==> config.mk <==
export PLATFORM = sky130hd
export DESIGN_NAME = vwb_weight
export DESIGN_NICKNAME = d
export VERILOG_FILES = /design/src/sv/vwb_pkg.sv /design/src/sv/vwb_weight.sv
export SDC_FILE = /design/constraint.sdc
export NUM_CORES = 1
export LEC_CHECK = 0
export BUFFER_PORTS_ARGS = -buffer_cell sky130_fd_sc_hd__buf_2
export CORE_UTILIZATION = 35
export CTS_BUF_LIST = sky130_fd_sc_hd__clkbuf_8 sky130_fd_sc_hd__clkbuf_16
export DETAILED_ROUTE_END_ITERATION = 10
export SETUP_SLACK_MARGIN = 0.4
export SLEW_MARGIN = 20
export SYNTH_ARGS = -nofsm -noshare
export SYNTH_HDL_FRONTEND = slang
export SYNTH_SLANG_ARGS = --single-unit
export TNS_END_PERCENT = 20
==> constraint.sdc <==
create_clock -name clock -period 5 [get_ports clock]
set_input_delay 0.75 -clock clock [delete_from_list [all_inputs] [get_ports clock]]
set_output_delay 0.75 -clock clock [all_outputs]
set_load 0.02 [all_outputs]
==> src/sv/vwb_pkg.sv <==
`default_nettype none
package vwb_pkg;

   // Field widths
   localparam int PIX_W     = 32;
   localparam int CH_W      = 8;
   localparam int N_CH      = 4;
   localparam int ROW_W     = 12;
   localparam int HEIGHT_W  = 13;
   localparam int POS_W     = 17;
   localparam int CSR_W     = 17;
   localparam int CSR_IDX_W = 1;

   // Derived datapath widths (band width is at most half the 13-bit height)
   localparam int BW_W      = HEIGHT_W - 1;
   localparam int SQ_W      = 2 * BW_W;
   localparam int IDX_W     = HEIGHT_W + 2;
   localparam int PROD_W    = HEIGHT_W + 1 + POS_W;
   localparam int NUM_W     = SQ_W + CH_W;
   localparam int FRAC_BITS = 16;

   localparam logic [POS_W-1:0]    POS_ONE        = POS_W'(65536);
   localparam logic [PROD_W-1:0]   ROUND_HALF     = PROD_W'(32768);
   localparam logic [HEIGHT_W-1:0] HEIGHT_RESET   = HEIGHT_W'(480);
   localparam logic [POS_W-1:0]    POSITION_RESET = '0;

   // Divider: quotient bits per channel spread over the stages
   localparam int DIV_STAGES = 4;
   localparam int DIV_BITS   = CH_W / DIV_STAGES;

   // Cycles for the geometry pipeline to settle after a register write
   localparam int SETTLE_CYCLES = 4;
   localparam int SETTLE_W      = $clog2(SETTLE_CYCLES + 1);

   typedef enum logic [CSR_IDX_W-1:0] {
      CSR_FRAME_HEIGHT  = 1'b0,
      CSR_EDGE_POSITION = 1'b1
   } csr_index_type;

   typedef struct packed {
      logic [ROW_W-1:0] row_index;
      logic [PIX_W-1:0] pixel_a;
      logic [PIX_W-1:0] pixel_b;
   } req_type;

   typedef struct packed {
      logic signed [IDX_W-1:0] thresh;
      logic [BW_W-1:0]         bw;
      logic [BW_W-1:0]         half_bw;
      logic [SQ_W-1:0]         s;
      logic [SQ_W-1:0]         half_s;
   } geo_type;

   typedef struct packed {
      logic [PIX_W-1:0] pixel_a;
      logic [PIX_W-1:0] pixel_b;
      logic             sel_a;
      logic             sel_b;
      logic [SQ_W-1:0]  k;
   } wgt_type;

endpackage
`default_nettype wire

==> src/sv/vwb_weight.sv <==
`default_nettype none
module vwb_weight (
   input  wire logic             clock,
   input  wire logic             reset,
   input  wire vwb_pkg::geo_type geo,
   input  wire logic             in_valid,
   output logic                  in_ready,
   input  wire vwb_pkg::req_type in_data,
   output logic                  out_valid,
   input  wire logic             out_ready,
   output vwb_pkg::wgt_type      out_data
);
   localparam int PIX_W = vwb_pkg::PIX_W;
   localparam int BW_W  = vwb_pkg::BW_W;
   localparam int SQ_W  = vwb_pkg::SQ_W;
   localparam int IDX_W = vwb_pkg::IDX_W;
   localparam int ROW_W = vwb_pkg::ROW_W;
   localparam int N_ST  = 4;

   typedef struct packed {
      logic [PIX_W-1:0]        pixel_a;
      logic [PIX_W-1:0]        pixel_b;
      logic signed [IDX_W-1:0] idx;
   } idx_type;

   typedef struct packed {
      logic [PIX_W-1:0] pixel_a;
      logic [PIX_W-1:0] pixel_b;
      logic             sel_a;
      logic             sel_b;
      logic             lower;
      logic [BW_W-1:0]  span;
   } cls_type;

   typedef struct packed {
      logic [PIX_W-1:0] pixel_a;
      logic [PIX_W-1:0] pixel_b;
      logic             sel_a;
      logic             sel_b;
      logic             lower;
      logic [SQ_W-1:0]  sq;
   } sq_type;

   logic [N_ST-1:0] v_ff;
   logic [N_ST:0]   ld;
   idx_type          idx_ff, idx_in;
   cls_type          cls_ff, cls_in;
   sq_type           sq_ff, sq_in;
   vwb_pkg::wgt_type wgt_ff, wgt_in;
   logic [BW_W-1:0]  row_off;
   logic [SQ_W:0]    twice;
   logic [SQ_W+1:0]  diff;

   // A stage takes new data when empty or when its content moves on
   assign ld[N_ST] = out_ready;
   for (genvar g = 0; g < N_ST; g++) begin : g_ld
      assign ld[g] = !v_ff[g] || ld[g+1];
   end

   always_ff @(posedge clock) begin
      if (reset) begin
         v_ff <= '0;
      end else begin
         for (int s = 0; s < N_ST; s++) begin
            if (ld[s]) begin
               v_ff[s] <= (s == 0) ? in_valid : v_ff[(s == 0) ? 0 : s-1];
            end
         end
      end
   end

   // Row position relative to the band
   always_comb begin
      idx_in.pixel_a = in_data.pixel_a;
      idx_in.pixel_b = in_data.pixel_b;
      idx_in.idx     = $signed({(IDX_W-ROW_W)'(0), in_data.row_index}) - geo.thresh;
   end

   // Classify, fold distance onto the nearer band edge
   assign row_off = idx_ff.idx[BW_W-1:0];
   always_comb begin
      cls_in.pixel_a = idx_ff.pixel_a;
      cls_in.pixel_b = idx_ff.pixel_b;
      cls_in.sel_a   = idx_ff.idx[IDX_W-1];
      cls_in.sel_b   = !idx_ff.idx[IDX_W-1]
                     && (idx_ff.idx >= $signed({(IDX_W-BW_W)'(0), geo.bw}));
      cls_in.lower   = row_off < geo.half_bw;
      cls_in.span    = cls_in.lower ? row_off : geo.bw - row_off;
   end

   always_comb begin
      sq_in.pixel_a = cls_ff.pixel_a;
      sq_in.pixel_b = cls_ff.pixel_b;
      sq_in.sel_a   = cls_ff.sel_a;
      sq_in.sel_b   = cls_ff.sel_b;
      sq_in.lower   = cls_ff.lower;
      sq_in.sq      = SQ_W'(cls_ff.span) * SQ_W'(cls_ff.span);
   end

   // Weight; upper half clamps at zero for a one-row band
   assign twice = {sq_ff.sq, 1'b0};
   assign diff  = {2'b00, geo.s} - {1'b0, twice};
   always_comb begin
      wgt_in.pixel_a = sq_ff.pixel_a;
      wgt_in.pixel_b = sq_ff.pixel_b;
      wgt_in.sel_a   = sq_ff.sel_a;
      wgt_in.sel_b   = sq_ff.sel_b;
      if (sq_ff.lower) begin
         wgt_in.k = twice[SQ_W-1:0];
      end else if (diff[SQ_W+1]) begin
         wgt_in.k = '0;
      end else begin
         wgt_in.k = diff[SQ_W-1:0];
      end
   end

   always_ff @(posedge clock) begin
      if (ld[0]) idx_ff <= idx_in;
      if (ld[1]) cls_ff <= cls_in;
      if (ld[2]) sq_ff  <= sq_in;
      if (ld[3]) wgt_ff <= wgt_in;
   end

   assign in_ready  = ld[0];
   assign out_valid = v_ff[N_ST-1];
   assign out_data  = wgt_ff;

endmodule
`default_nettype wire

After elaboration in Yosys (flattened, before gate mapping)
Cells that the tools add are included.
Widths: inputs -> output; s select.
- flip-flop bits (word level): 343
- output and inout port bits: 92
- word-level logic and storage cells: 45
- $add $sub $neg: 3
- multipliers: 1
- order comparisons: 2
- mux-type cells: 3
- reductions and logical operators: 11
- operators by type and width (cell ; count):
    $mux 24 ; 2
    $sub 24x25->26 ; 1
    $mul 12x12->24 ; 1
    $ge 15x13->1 ; 1
    $sub 13x15->15 ; 1
    $lt 12x12->1 ; 1
    $mux 12 ; 1
    $sub 12x12->12 ; 1
    $logic_not 1->1 ; 5
    $logic_or 1x1->1 ; 4
    $reduce_or 2->1 ; 1
    $logic_and 1x1->1 ; 1

Longest topological paths before layout
- depth after elaboration: 5
- mapped depth: 24
- mapped depth without buffers: 23

Worst setup path before layout
Ideal clock, no wire load.
- kind: register to register
- start: register cls_ff[2] (netlist bit)
- end: register sq_ff[23] (netlist bit), data pin
- setup time: 262 ps
- arrival time: 5247 ps
- path slack: -510 ps
- stages on the path, launching flop included: 23
- clock period less this slack: 5510 ps
- cell sequence: edfxtp_1 > clkbuf_1 > and2_1 > inv_1 > fa_1 > inv_1 > fa_1 > fa_1 > fa_1 > inv_1 > fa_1 > inv_1 > ha_1 > clkbuf_1 > a21oi_1 > nand2_1 > a211oi_1 > a311oi_1 > o21a_1 > o21ai_0 > nand2b_1 > a21oi_1 > xor2_1
- RTL lines (what ; line ; source):
    start, declared ; vwb_weight.sv:47 ; cls_type cls_ff, cls_in;
    start signal, assigned ; vwb_weight.sv:119 ; if (ld[1]) cls_ff <= cls_in;
    end signal, assigned ; vwb_weight.sv:120 ; if (ld[2]) sq_ff <= sq_in;
    end, declared ; vwb_weight.sv:48 ; sq_type sq_ff, sq_in;

==> results.cfg <==
[status]
outcome = finished with violations
violations = setup timing

[sta]
skew_ns = 0.01465
hold_viol = 0
grt_setup_unrepaired = yes
slew_headroom_pct = 28.56
fin_ws_ns = -0.3405
tightestPinTransition_ns = 1.072
maxSlewViolCount = 0
fin_crit_sh_pct = 106.8
period_needed_ns = 5.341
finalSetupViolations = 5
max_freq_ghz = 0.1872

[logic_synthesis]
synth_edf_count = 338
synth_seq_cells = 342
ys.flop_type = edfxtp_1
netlist_area_um2 = 17490
synth-seq-area-share_pct = 58.48
yosysUniqueCellTypes = 72
synthMuxAreaShare_pct = 0.3719
synthTopCellsByArea = edfxtp_1, fa_1, ha_1
synth_adder_area_share_pct = 18.77
yosysTopAreaCellShare_pct = 58.02
yosysWarnings = 0
synth_top_cell_by_area = edfxtp_1
synthCells = 1268
synth_nets = 1647
avgSynthCellArea_um2 = 13.80
synth_top_family_by_area = adder cells
synth-simple-area-share_pct = 6.086
async_flop_share_pct = 0
synth_compound_area_share_pct = 7.889
synth_xor_area_share_pct = 3.004

[place]
dp_slack_ns = -0.4781
place_area_um2 = 20060
place_inst = 2222
io_buffers = 234
place.gp.congestion = 0.8663
dp_hpwl_um = 24770

[floorplan]
die_area_um2 = 50880
rows = 81
io_pins = 259
die_h_um = 225.6
initial_core_util_pct = 35.59
core_um2 = 49150
die_x_um = 225.6

[drt]
vias_per_cell = 4.444
wl_um = 33540
postRouteAntennaNets = 0
drc = 0
first_pass_iters = 4
vias = 10290
drt_iter0_markers = 470
wl_per_cell_um = 14.49

[clocking]
cts-root-buf = clkbuf_16
clock_latency_ns = 0.53
hold_buffers = 0
cts_buffer_depth = 3
clock-sinks = 342
clk_pin_slew_ns = 0.06
cts_tree = done
cts_inserted_buffers = 38
htree_levels = 2

[critical_path]
worstPathArrival_ns = 5.62
cp_data_required_time_ns = 5.28
worst-path-max-fanout = 6
startpoint_type = flip-flop
crit_type = flip-flop to flip-flop
cp-end-kind = flip-flop

[layout]
n_fill_cell = 4455
final_common_cell = edfxtp_1
layout_common_cells = edfxtp_1, buf_2, inv_1, ha_1, buf_4
area_growth_pct = 24.54
stdcell_count = 2315
drive_above_1_share_pct = 29.88
design_area_um2 = 21790
nets = 2000

[global_routing]
antenna_found_initial = 2
grt_pass1_wl_um = 52850
grt_max_degree = 80
grt_use_total_pct = 13.15
overflow = 0
grt_pass1_vias = 10710

[hold_path]
hold_path.class = primary input to flip-flop

[run]
drv_cap = 0
## final timing paths
check | start | endpoint | slack (ns) | depth (start not counted)
worst max-delay path | cls_ff[9] | sq_ff[22] | -0.34 | 20
worst min-delay path | in_data[20] | cls_in[35] | 0.39 | 1
worst max register to register | cls_ff[9] | sq_ff[22] | -0.34 | 20
worst min register to register | cls_in[67] | cls_ff[67] | 0.41 | 0
## cell type report
cell class                      instances  area, um^2  area share (%)
Inverter                              230       867.1           3.980
Timing Repair Buffer                  332        1967           9.028
Sequential cell                       342       10230           46.95
Tap cell                              664       830.8           3.813
Multi-Input combinational cell        677        6696           30.74
Antenna cell                            1       2.502         0.01149
Clock buffer                           39       975.9           4.479
Clock inverter                         30       217.7          0.9993
## metrics by stage
stage	util [%]	setup TNS, ns	hold WS [ns]
after global routing	44.32	-2.454	0.3445
after detailed placement	40.81	-2.343	0.4045
after global placement	40.81	-1.804	0.4005
after CTS	43.77	-1.337	0.3404
after floorplan	-	-0.3381	0.4003
final	44.32	-0.9547	0.3858
## state kept, by name (all words and copies together), names as in the netlist
signal    count
out_data     90
sq_ff        90
cls_ff       79
cls_in       65
idx_ff       14
v_ff          4
## cells by family (layout without fill, tap and decap cells)
| kind of cell | after synthesis | in the layout |
|---|---|---|
| other | 0 | 1 |
| AOI/OAI and AO/OA | 192 | 192 |
| muxes | 6 | 6 |
| adders and majority gates | 212 | 212 |
| and+or+nand+nor | 207 | 207 |
| xor gates and xnor gates | 60 | 60 |
| buffers and inverters | 249 | 631 |
| DFF | 342 | 342 |
## cell usage after synthesis (14+ instances only)
| master | number |
|---|---|
| nand2_1 | 54 |
| a22o_1 | 16 |
| inv_1 | 230 |
| o21a_1 | 15 |
| xor2_1 | 14 |
| fa_1 | 84 |
| nor2_1 | 43 |
| edfxtp_1 | 338 |
| clkbuf_1 | 16 |
| o21ai_0 | 28 |
| ha_1 | 128 |
| nor2b_1 | 15 |
| xnor2_1 | 46 |
| a21o_1 | 22 |
| a21oi_1 | 52 |
| and2_1 | 45 |
## worst max-delay path: stages (launching register included)
cell	delay, ns
edfxtp_1	0.52
and2_4	0.23
fa_1	0.48
inv_1	0.05
fa_1	0.43
inv_1	0.09
fa_2	0.44
fa_1	0.50
inv_1	0.06
fa_2	0.53
inv_2	0.04
ha_4	0.15
a21o_1	0.14
a21o_1	0.20
a21oi_2	0.17
o21ai_1	0.07
a31o_1	0.21
o41ai_2	0.38
o21bai_1	0.13
a21oi_2	0.16
xnor2_1	0.08
## metal layers
layer / up-vias / global-route usage (%) / wire [um]
met4: 2 / 3.906 / 700
met2: 190 / 23.27 / 17010
li1: 5081 / - / -
met5: - / 0 / 13
met1: 4968 / 15.99 / 14470
met3: 48 / 2.823 / 1354
## timing repair
item / CTS / global route
pin swaps: 36 / 42
cloned: 0 / 0
resized for setup: 39 / 45
endpoints found under the setup margin: 13 / 14
setup buffers: 14 / 9
Power is left out: the tool's default activity adds up to more than one toggle a clock period on the data nets, which glitch-free logic cannot reach.
