<file path="src/sv/vwb_pkg.sv">
`default_nettype none
package vwb_pkg;

   // Field widths
   localparam int PIX_W     = 32;
   localparam int CH_W      = 8;
   localparam int N_CH      = 4;
   localparam int ROW_W     = 12;
   localparam int HEIGHT_W  = 13;
   localparam int POS_W     = 17;
   localparam int CSR_W     = 17;
   localparam int CSR_IDX_W = 1;

   // Derived datapath widths (band width is at most half the 13-bit height)
   localparam int BW_W      = HEIGHT_W - 1;
   localparam int SQ_W      = 2 * BW_W;
   localparam int IDX_W     = HEIGHT_W + 2;
   localparam int PROD_W    = HEIGHT_W + 1 + POS_W;
   localparam int NUM_W     = SQ_W + CH_W;
   localparam int FRAC_BITS = 16;

   localparam logic [POS_W-1:0]    POS_ONE        = POS_W'(65536);
   localparam logic [PROD_W-1:0]   ROUND_HALF     = PROD_W'(32768);
   localparam logic [HEIGHT_W-1:0] HEIGHT_RESET   = HEIGHT_W'(480);
   localparam logic [POS_W-1:0]    POSITION_RESET = '0;

   // Divider: quotient bits per channel spread over the stages
   localparam int DIV_STAGES = 4;
   localparam int DIV_BITS   = CH_W / DIV_STAGES;

   // Cycles for the geometry pipeline to settle after a register write
   localparam int SETTLE_CYCLES = 4;
   localparam int SETTLE_W      = $clog2(SETTLE_CYCLES + 1);

   typedef enum logic [CSR_IDX_W-1:0] {
      CSR_FRAME_HEIGHT  = 1'b0,
      CSR_EDGE_POSITION = 1'b1
   } csr_index_type;

   typedef struct packed {
      logic [ROW_W-1:0] row_index;
      logic [PIX_W-1:0] pixel_a;
      logic [PIX_W-1:0] pixel_b;
   } req_type;

   typedef struct packed {
      logic signed [IDX_W-1:0] thresh;
      logic [BW_W-1:0]         bw;
      logic [BW_W-1:0]         half_bw;
      logic [SQ_W-1:0]         s;
      logic [SQ_W-1:0]         half_s;
   } geo_type;

   typedef struct packed {
      logic [PIX_W-1:0] pixel_a;
      logic [PIX_W-1:0] pixel_b;
      logic             sel_a;
      logic             sel_b;
      logic [SQ_W-1:0]  k;
   } wgt_type;

endpackage
`default_nettype wire

</file>
<file path="src/sv/vwb_geometry.sv">
`default_nettype none
module vwb_geometry #(
   parameter int unsigned BAND_DIVISOR = 16,
   parameter int unsigned MAX_HEIGHT   = 4096
) (
   input  wire logic                            clock,
   input  wire logic                            reset,
   input  wire logic                            csr_we,
   input  wire logic [vwb_pkg::CSR_IDX_W-1:0]   csr_index,
   input  wire logic [vwb_pkg::CSR_W-1:0]       csr_wdata,
   output vwb_pkg::geo_type                     geo,
   output logic                                 settled
);
   localparam int HEIGHT_W = vwb_pkg::HEIGHT_W;
   localparam int POS_W    = vwb_pkg::POS_W;
   localparam int BW_W     = vwb_pkg::BW_W;
   localparam int SQ_W     = vwb_pkg::SQ_W;
   localparam int IDX_W    = vwb_pkg::IDX_W;
   localparam int PROD_W   = vwb_pkg::PROD_W;

   // Band width by reciprocal multiply, exact for every 13-bit height
   localparam int              BW_SHIFT  = HEIGHT_W + $clog2(BAND_DIVISOR);
   localparam int              BW_PROD_W = HEIGHT_W + BW_SHIFT + 1;
   localparam longint unsigned BW_RECIP  =
      ((longint'(1) << BW_SHIFT) + BAND_DIVISOR - 1) / BAND_DIVISOR;

   logic [HEIGHT_W-1:0]         height_ff;
   logic [POS_W-1:0]            position_ff;
   logic [vwb_pkg::SETTLE_W-1:0] settle_ff;

   logic [HEIGHT_W-1:0] h1_ff, h1_in, h2_ff, h3_ff;
   logic [POS_W-1:0]    p1_ff, p1_in, p2_ff;
   logic [BW_W-1:0]     bw2_ff, bw3_ff;
   logic [PROD_W-1:0]   prod3_ff;
   logic [SQ_W-1:0]     s3_ff;
   logic [HEIGHT_W:0]   sum2;
   logic [PROD_W-1:0]   rnd_sum;
   logic [BW_PROD_W-1:0] bw_prod;
   vwb_pkg::geo_type    geo_ff, geo_in;

   // Register file; reload the settle counter on every write
   always_ff @(posedge clock) begin
      if (reset) begin
         height_ff   <= vwb_pkg::HEIGHT_RESET;
         position_ff <= vwb_pkg::POSITION_RESET;
         settle_ff   <= vwb_pkg::SETTLE_W'(vwb_pkg::SETTLE_CYCLES);
      end else begin
         if (csr_we) begin
            case (csr_index)
               vwb_pkg::CSR_FRAME_HEIGHT:  height_ff   <= csr_wdata[HEIGHT_W-1:0];
               vwb_pkg::CSR_EDGE_POSITION: position_ff <= csr_wdata[POS_W-1:0];
               default: ;
            endcase
            settle_ff <= vwb_pkg::SETTLE_W'(vwb_pkg::SETTLE_CYCLES);
         end else if (settle_ff != '0) begin
            settle_ff <= settle_ff - 1'b1;
         end
      end
   end

   // Clamp height and position
   always_comb begin
      h1_in = height_ff;
      if (height_ff == '0) begin
         h1_in = HEIGHT_W'(1);
      end else if ({1'b0, height_ff} > (HEIGHT_W+1)'(MAX_HEIGHT)) begin
         h1_in = HEIGHT_W'(MAX_HEIGHT);
      end
      p1_in = (position_ff > vwb_pkg::POS_ONE) ? vwb_pkg::POS_ONE : position_ff;
   end

   assign bw_prod = BW_PROD_W'(h1_ff) * BW_PROD_W'(BW_RECIP);
   assign sum2    = {1'b0, h2_ff} + {2'b00, bw2_ff};
   assign rnd_sum = prod3_ff + vwb_pkg::ROUND_HALF;

   // Start row of the band and the blend divisor
   always_comb begin
      geo_in.thresh  = $signed({(IDX_W-HEIGHT_W)'(0), h3_ff})
                     - $signed(IDX_W'(rnd_sum[PROD_W-1:vwb_pkg::FRAC_BITS]));
      geo_in.bw      = bw3_ff;
      geo_in.half_bw = bw3_ff >> 1;
      geo_in.s       = s3_ff;
      geo_in.half_s  = s3_ff >> 1;
   end

   always_ff @(posedge clock) begin
      h1_ff    <= h1_in;
      p1_ff    <= p1_in;
      h2_ff    <= h1_ff;
      p2_ff    <= p1_ff;
      bw2_ff   <= bw_prod[BW_SHIFT +: BW_W];
      h3_ff    <= h2_ff;
      bw3_ff   <= bw2_ff;
      prod3_ff <= PROD_W'(sum2) * PROD_W'(p2_ff);
      s3_ff    <= SQ_W'(bw2_ff) * SQ_W'(bw2_ff);
      geo_ff   <= geo_in;
   end

   assign geo     = geo_ff;
   assign settled = (settle_ff == '0);

endmodule
`default_nettype wire

</file>
<file path="config.mk">
export PLATFORM = sky130hd
export DESIGN_NAME = vwb_geometry
export DESIGN_NICKNAME = d
export VERILOG_FILES = /design/src/sv/vwb_pkg.sv /design/src/sv/vwb_geometry.sv
export SDC_FILE = /design/constraint.sdc
export NUM_CORES = 1
export LEC_CHECK = 0
export ABC_AREA = 1
export CAP_MARGIN = 40
export CORE_MARGIN = 3
export CORE_UTILIZATION = 35
export CTS_BUF_LIST = sky130_fd_sc_hd__clkbuf_8
export DETAILED_ROUTE_END_ITERATION = 8
export DONT_BUFFER_PORTS = 1
export REMOVE_ABC_BUFFERS = 1
export SKIP_CTS_REPAIR_TIMING = 1
export SYNTH_ARGS = -nofsm -noshare
export SYNTH_HDL_FRONTEND = slang
export SYNTH_SLANG_ARGS = --single-unit
</file>
<file path="constraint.sdc">
create_clock -name clock -period 6.2 [get_ports clock]
set_input_delay 1.86 -clock clock [delete_from_list [all_inputs] [get_ports clock]]
set_output_delay 1.86 -clock clock [all_outputs]
set_load 0.005 [all_outputs]
</file>
; ---- Word level (Yosys, flattened, before mapping)
; Index checks and enable logic that the tools add are counted.
[word_totals]
word_cells = 35
inputBits = 21
output_inout_bits = 88
reg_bits = 240
[classes]
n_lt_le_gt_ge = 2
muxes = 1
add_sub_neg = 4
n_bitwise = 1
mul = 2
reduce_logical = 7
[ops]
columns = op, n
row1 = adder 31 x 16 -> 31 bit (second input constant), 1
row2 = multiplier 14 x 17 -> 31 bit, 1
row3 = multiplier 9 x 9 -> 18 bit, 1
row4 = greater-than comparator 17 bit (second input constant), 1
row5 = subtractor 14 x 15 -> 15 bit, 1
row6 = adder 13 x 9 -> 14 bit, 1
row7 = greater-than comparator 13 bit (second input constant), 1
row8 = logical NOT 13 bit, 1
row9 = 2-to-1 mux 13 bit, 1
row10 = AND reduction 2 bit, 2
row11 = OR reduction 2 bit, 2
row12 = logical NOT 3 bit, 1
row13 = nonzero test 3 bit, 1
row14 = subtractor 3 x 1 -> 3 bit (second input constant), 1
row15 = inverter 1 bit, 1

; ---- Depth between registers and ports, before layout
[depth]
depth_word = 2
mapped_depth = 33
ltp_nobuf = 32

; ---- Least setup slack after synthesis
; No wires, ideal clock.
[synth_path]
path_type = register to register
start = register h2_ff[4]
end = register prod3_ff[22]
setup_slack_ps = 157
required_ps = 6088
stages_incl_launch_ff = 31
period_less_slack_ps = 6043
setup_time_ps = 112
path_buffers = 0
t_arrival_ps = 5931
path_cell_list = dfxtp_1 ha_1 fa_1 nand3_1 nand2_2 nand2_1 o211ai_2 nand2_1 nand3b_1 nand2_1 nor2_1 fa_1 inv_1 fa_1 inv_1 fa_1 fa_1 fa_1 inv_1 fa_1 inv_1 ha_1 nand2_1 nor2_1 inv_1 nor3_1 nand2_1 nand2_1 nand2_1 nand3_1 nand2_1
[synth_via]
elab_chain_cells = 2
[synth_lines]
columns = item, line
row1 = "start, declared", vwb_geometry.sv:31  ; logic [HEIGHT_W-1:0] h1_ff, h1_in, h2_ff, h3_ff;
row2 = "start signal, assigned", vwb_geometry.sv:89  ; h2_ff <= h1_ff;
row3 = adder 13 x 9 -> 14 bit, vwb_geometry.sv:73  ; assign sum2 = {1'b0, h2_ff} + {2'b00, bw2_ff};
row4 = multiplier 14 x 17 -> 31 bit, vwb_geometry.sv:94  ; prod3_ff <= PROD_W'(sum2) * PROD_W'(p2_ff);
row5 = "end signal, assigned", vwb_geometry.sv:94
row6 = "end, declared", vwb_geometry.sv:34  ; logic [PROD_W-1:0] prod3_ff;
; Every way passes these cells.
; A chain may end at the register's enable or synchronous reset.

; ---- Worst setup path in the final report
[layout_path]
start = register h2_ff[0]
end = register prod3_ff[15]
; The elaborated chain is that of the path after synthesis.

==> results.ini <==
[sta]
finalSetupViolations=0
worst_pin_slew_ps=893
fin_tns_setup_ps=0
period_share_pct=99.9
relSlewSlack_pct=40.4
fmax_mhz=162
period_minus_slack_ps=6190
clock_skew_ps=14.5
finalWorstSetupSlack_ps=8.19
whs_ps=330
slew_viol_final=0
rsz0062_at_grt=true
hold_viol=0

[clock_network]
clk_path_buf_depth=2
ctsHtreeMaxLevel=4
cts_tree=built
numCtsBuffers=17
clkSinkCount=178
clk_pin_slew_ps=100
clk-insertion-delay-late_ps=500
cts_root_buf=clkbuf_8

[synthesis]
netlist_area_sq_um=16400
synth.distinct_cells=46
yosys_warnings=0
ys_ff_latch=178
ys.flop_type=dfxtp_1
synth_edf_count=0
synth-seq-area-share_pct=21.7
avgSynthCellArea_sq_um=8.16
async_flop_share_pct=0
synthCells=2010

[worst_setup_path]
crit_path_end_kind=register
worst-endpoint-required_ps=6600
path_max_fanout=5
critPathArrivalTime_ps=6590
setup.worst_path.start_class=register
critical_path_class=register to register
r2r_cells=24

[routing]
num_vias=12800
ant_nets=0
wl_um=41200
vias_per_cell=4.76
initialDrtViolationCount=677
dr.pass1.iters=6
drc=0
avgRoutedWirePerCell_um=15.3

[finish]
post-route-util_pct=41.3
multiInputGateArea_sq_um=11600
final_area_sq_um=19000
drive_gt1_share_pct=17.3
layout.cells.non_filler=2683
layout_common_cells=inv_1 (413), nand2_1 (328), fa_1 (201)
fillCellCount=4592
final-seq-area_sq_um=3580
area_delta_synth_final_pct=15.6
n_antenna_cell=0
nets=2455
final_common_cell=inv_1

[placement]
post-place-cells=2629
dpl_cell_area_sq_um=17400
pre_cts_ws_ps=-238
dp.final_hpwl_um=33700
gp_congestion=0.905
port_buffers=0

[grt]
grt_pass1_vias=13000
busiest_layer=met2
grt_overflow_total=0
grt_first_pass_wirelength_um=65300
grt_antenna_before_repair=0
grt_max_degree=31
grtUsageMet1_pct=22.0
globalRouteMet2Util_pct=26.7
grt_usage_pct=16.3
met3_usage_pct=3.47

[worst_hold_path]
hold_path.class=register to register
holdPathStages=0

[outcome]
status=finished clean

[floorplanning]
die_h_um=222
rows=78
core_area_sq_um=45900
initial_core_util_pct=35.8
io_pins=109
die_area_sq_um=49500
fp.dieW_um=222

[power_and_ir_drop]
total_power_mw=6.61
power.density_nw_per_um2=348
ir_drop_uv=216
leakage_nw=9.63

[run]
drv_cap=0

## report_power, final
| part | switching [mW] | leakage (nW) | internal (mW) |
|---|---|---|---|
| logic | 2.41 | 7.94 | 1.78 |
| clock network | 0.441 | 0.210 | 0.403 |
| registers | 0.183 | 1.48 | 1.38 |
| total | 3.04 | 9.63 | 3.57 |
## layer usage
layer / vias up / routed length [um]
li1: 6182 / -
met1: 6168 / 18300
met2: 362 / 19200
met3: 62 / 2580
met4: 0 / 1090
met5: - / 0
## cell families after synthesis
kind of cell | Yosys count | synth area share, %
muxes | 1 | 0.0686
buffers and inverters | 528 | 13.6
AOI/OAI and AO/OA | 202 | 6.85
other | 1 | 0.0229
adders and majority gates | 363 | 37.4
xor gates and xnor gates | 45 | 2.40
and+or+nand+nor | 692 | 18.0
DFF | 178 | 21.7
## path summary, 6_finish.rpt
path,start,to,slack [ps]
worst max register to register,h2_ff[0],prod3_ff[15],8
worst min-delay path,h1_ff[5],h2_ff[5],330
worst max-delay path,h2_ff[0],prod3_ff[15],8
worst min register to register,h1_ff[5],h2_ff[5],330
## worst max-delay path: stages (launching register included)
cell and delay, ps:
dfxtp_2 350, ha_4 160, fa_2 360, buf_4 140, buf_4 140, xor2_4 140
buf_6 160, buf_6 110, nand2_2 50, fa_2 570, inv_1 50, fa_2 530
fa_1 440, fa_2 540, inv_1 50, fa_1 490, inv_2 40, fa_1 560
ha_4 240, a21oi_4 170, a21boi_4 240, nor2_4 60, nor2_1 120, o21ai_1 100
xor2_1 280
## synth_stat cells (4+ instances only)
library cell / n / area [sq um]
a21boi_0: 8 / 60.1
a21o_1: 7 / 52.6
a21oi_1: 95 / 475
buf_2: 8 / 40.0
buf_4: 54 / 405
clkbuf_1: 34 / 128
dfxtp_1: 178 / 3560
fa_1: 212 / 4240
ha_1: 151 / 1890
inv_1: 423 / 1590
inv_2: 4 / 15.0
nand2_1: 367 / 1380
nand2_2: 4 / 25.0
nand3_1: 96 / 480
nand3_2: 14 / 140
nand4_1: 12 / 75.1
nor2_1: 162 / 608
nor3_1: 10 / 50.1
nor4_1: 7 / 43.8
o211ai_1: 5 / 37.5
o21ai_0: 63 / 315
o21ai_1: 4 / 20.0
o21bai_1: 8 / 60.1
or2_1: 5 / 31.3
xnor2_1: 15 / 131
xor2_1: 30 / 263
## layout make-up
class | count | share of cell area [%]
timing repair buffer | 121 | 5.12
clock buffer | 17 | 1.23
inverter | 427 | 8.55
sequential | 178 | 18.9
clock inverter | 14 | 0.944
timing repair inverter | 1 | 0.0396
multi-input combinational | 1325 | 61.3
tap | 600 | 3.96
## sequential cells by signal, summed over array words and instances (netlist names)
signal and cells:
geo 40, p1_ff 17, p2_ff 17, position_ff 17, s3_ff 17, prod3_ff 16
h1_ff 13, height_ff 13, h2_ff 12, h3_ff 11, settle_ff 3, bw2_ff 1
bw3_ff 1
(Power assumes the default switching activity.)
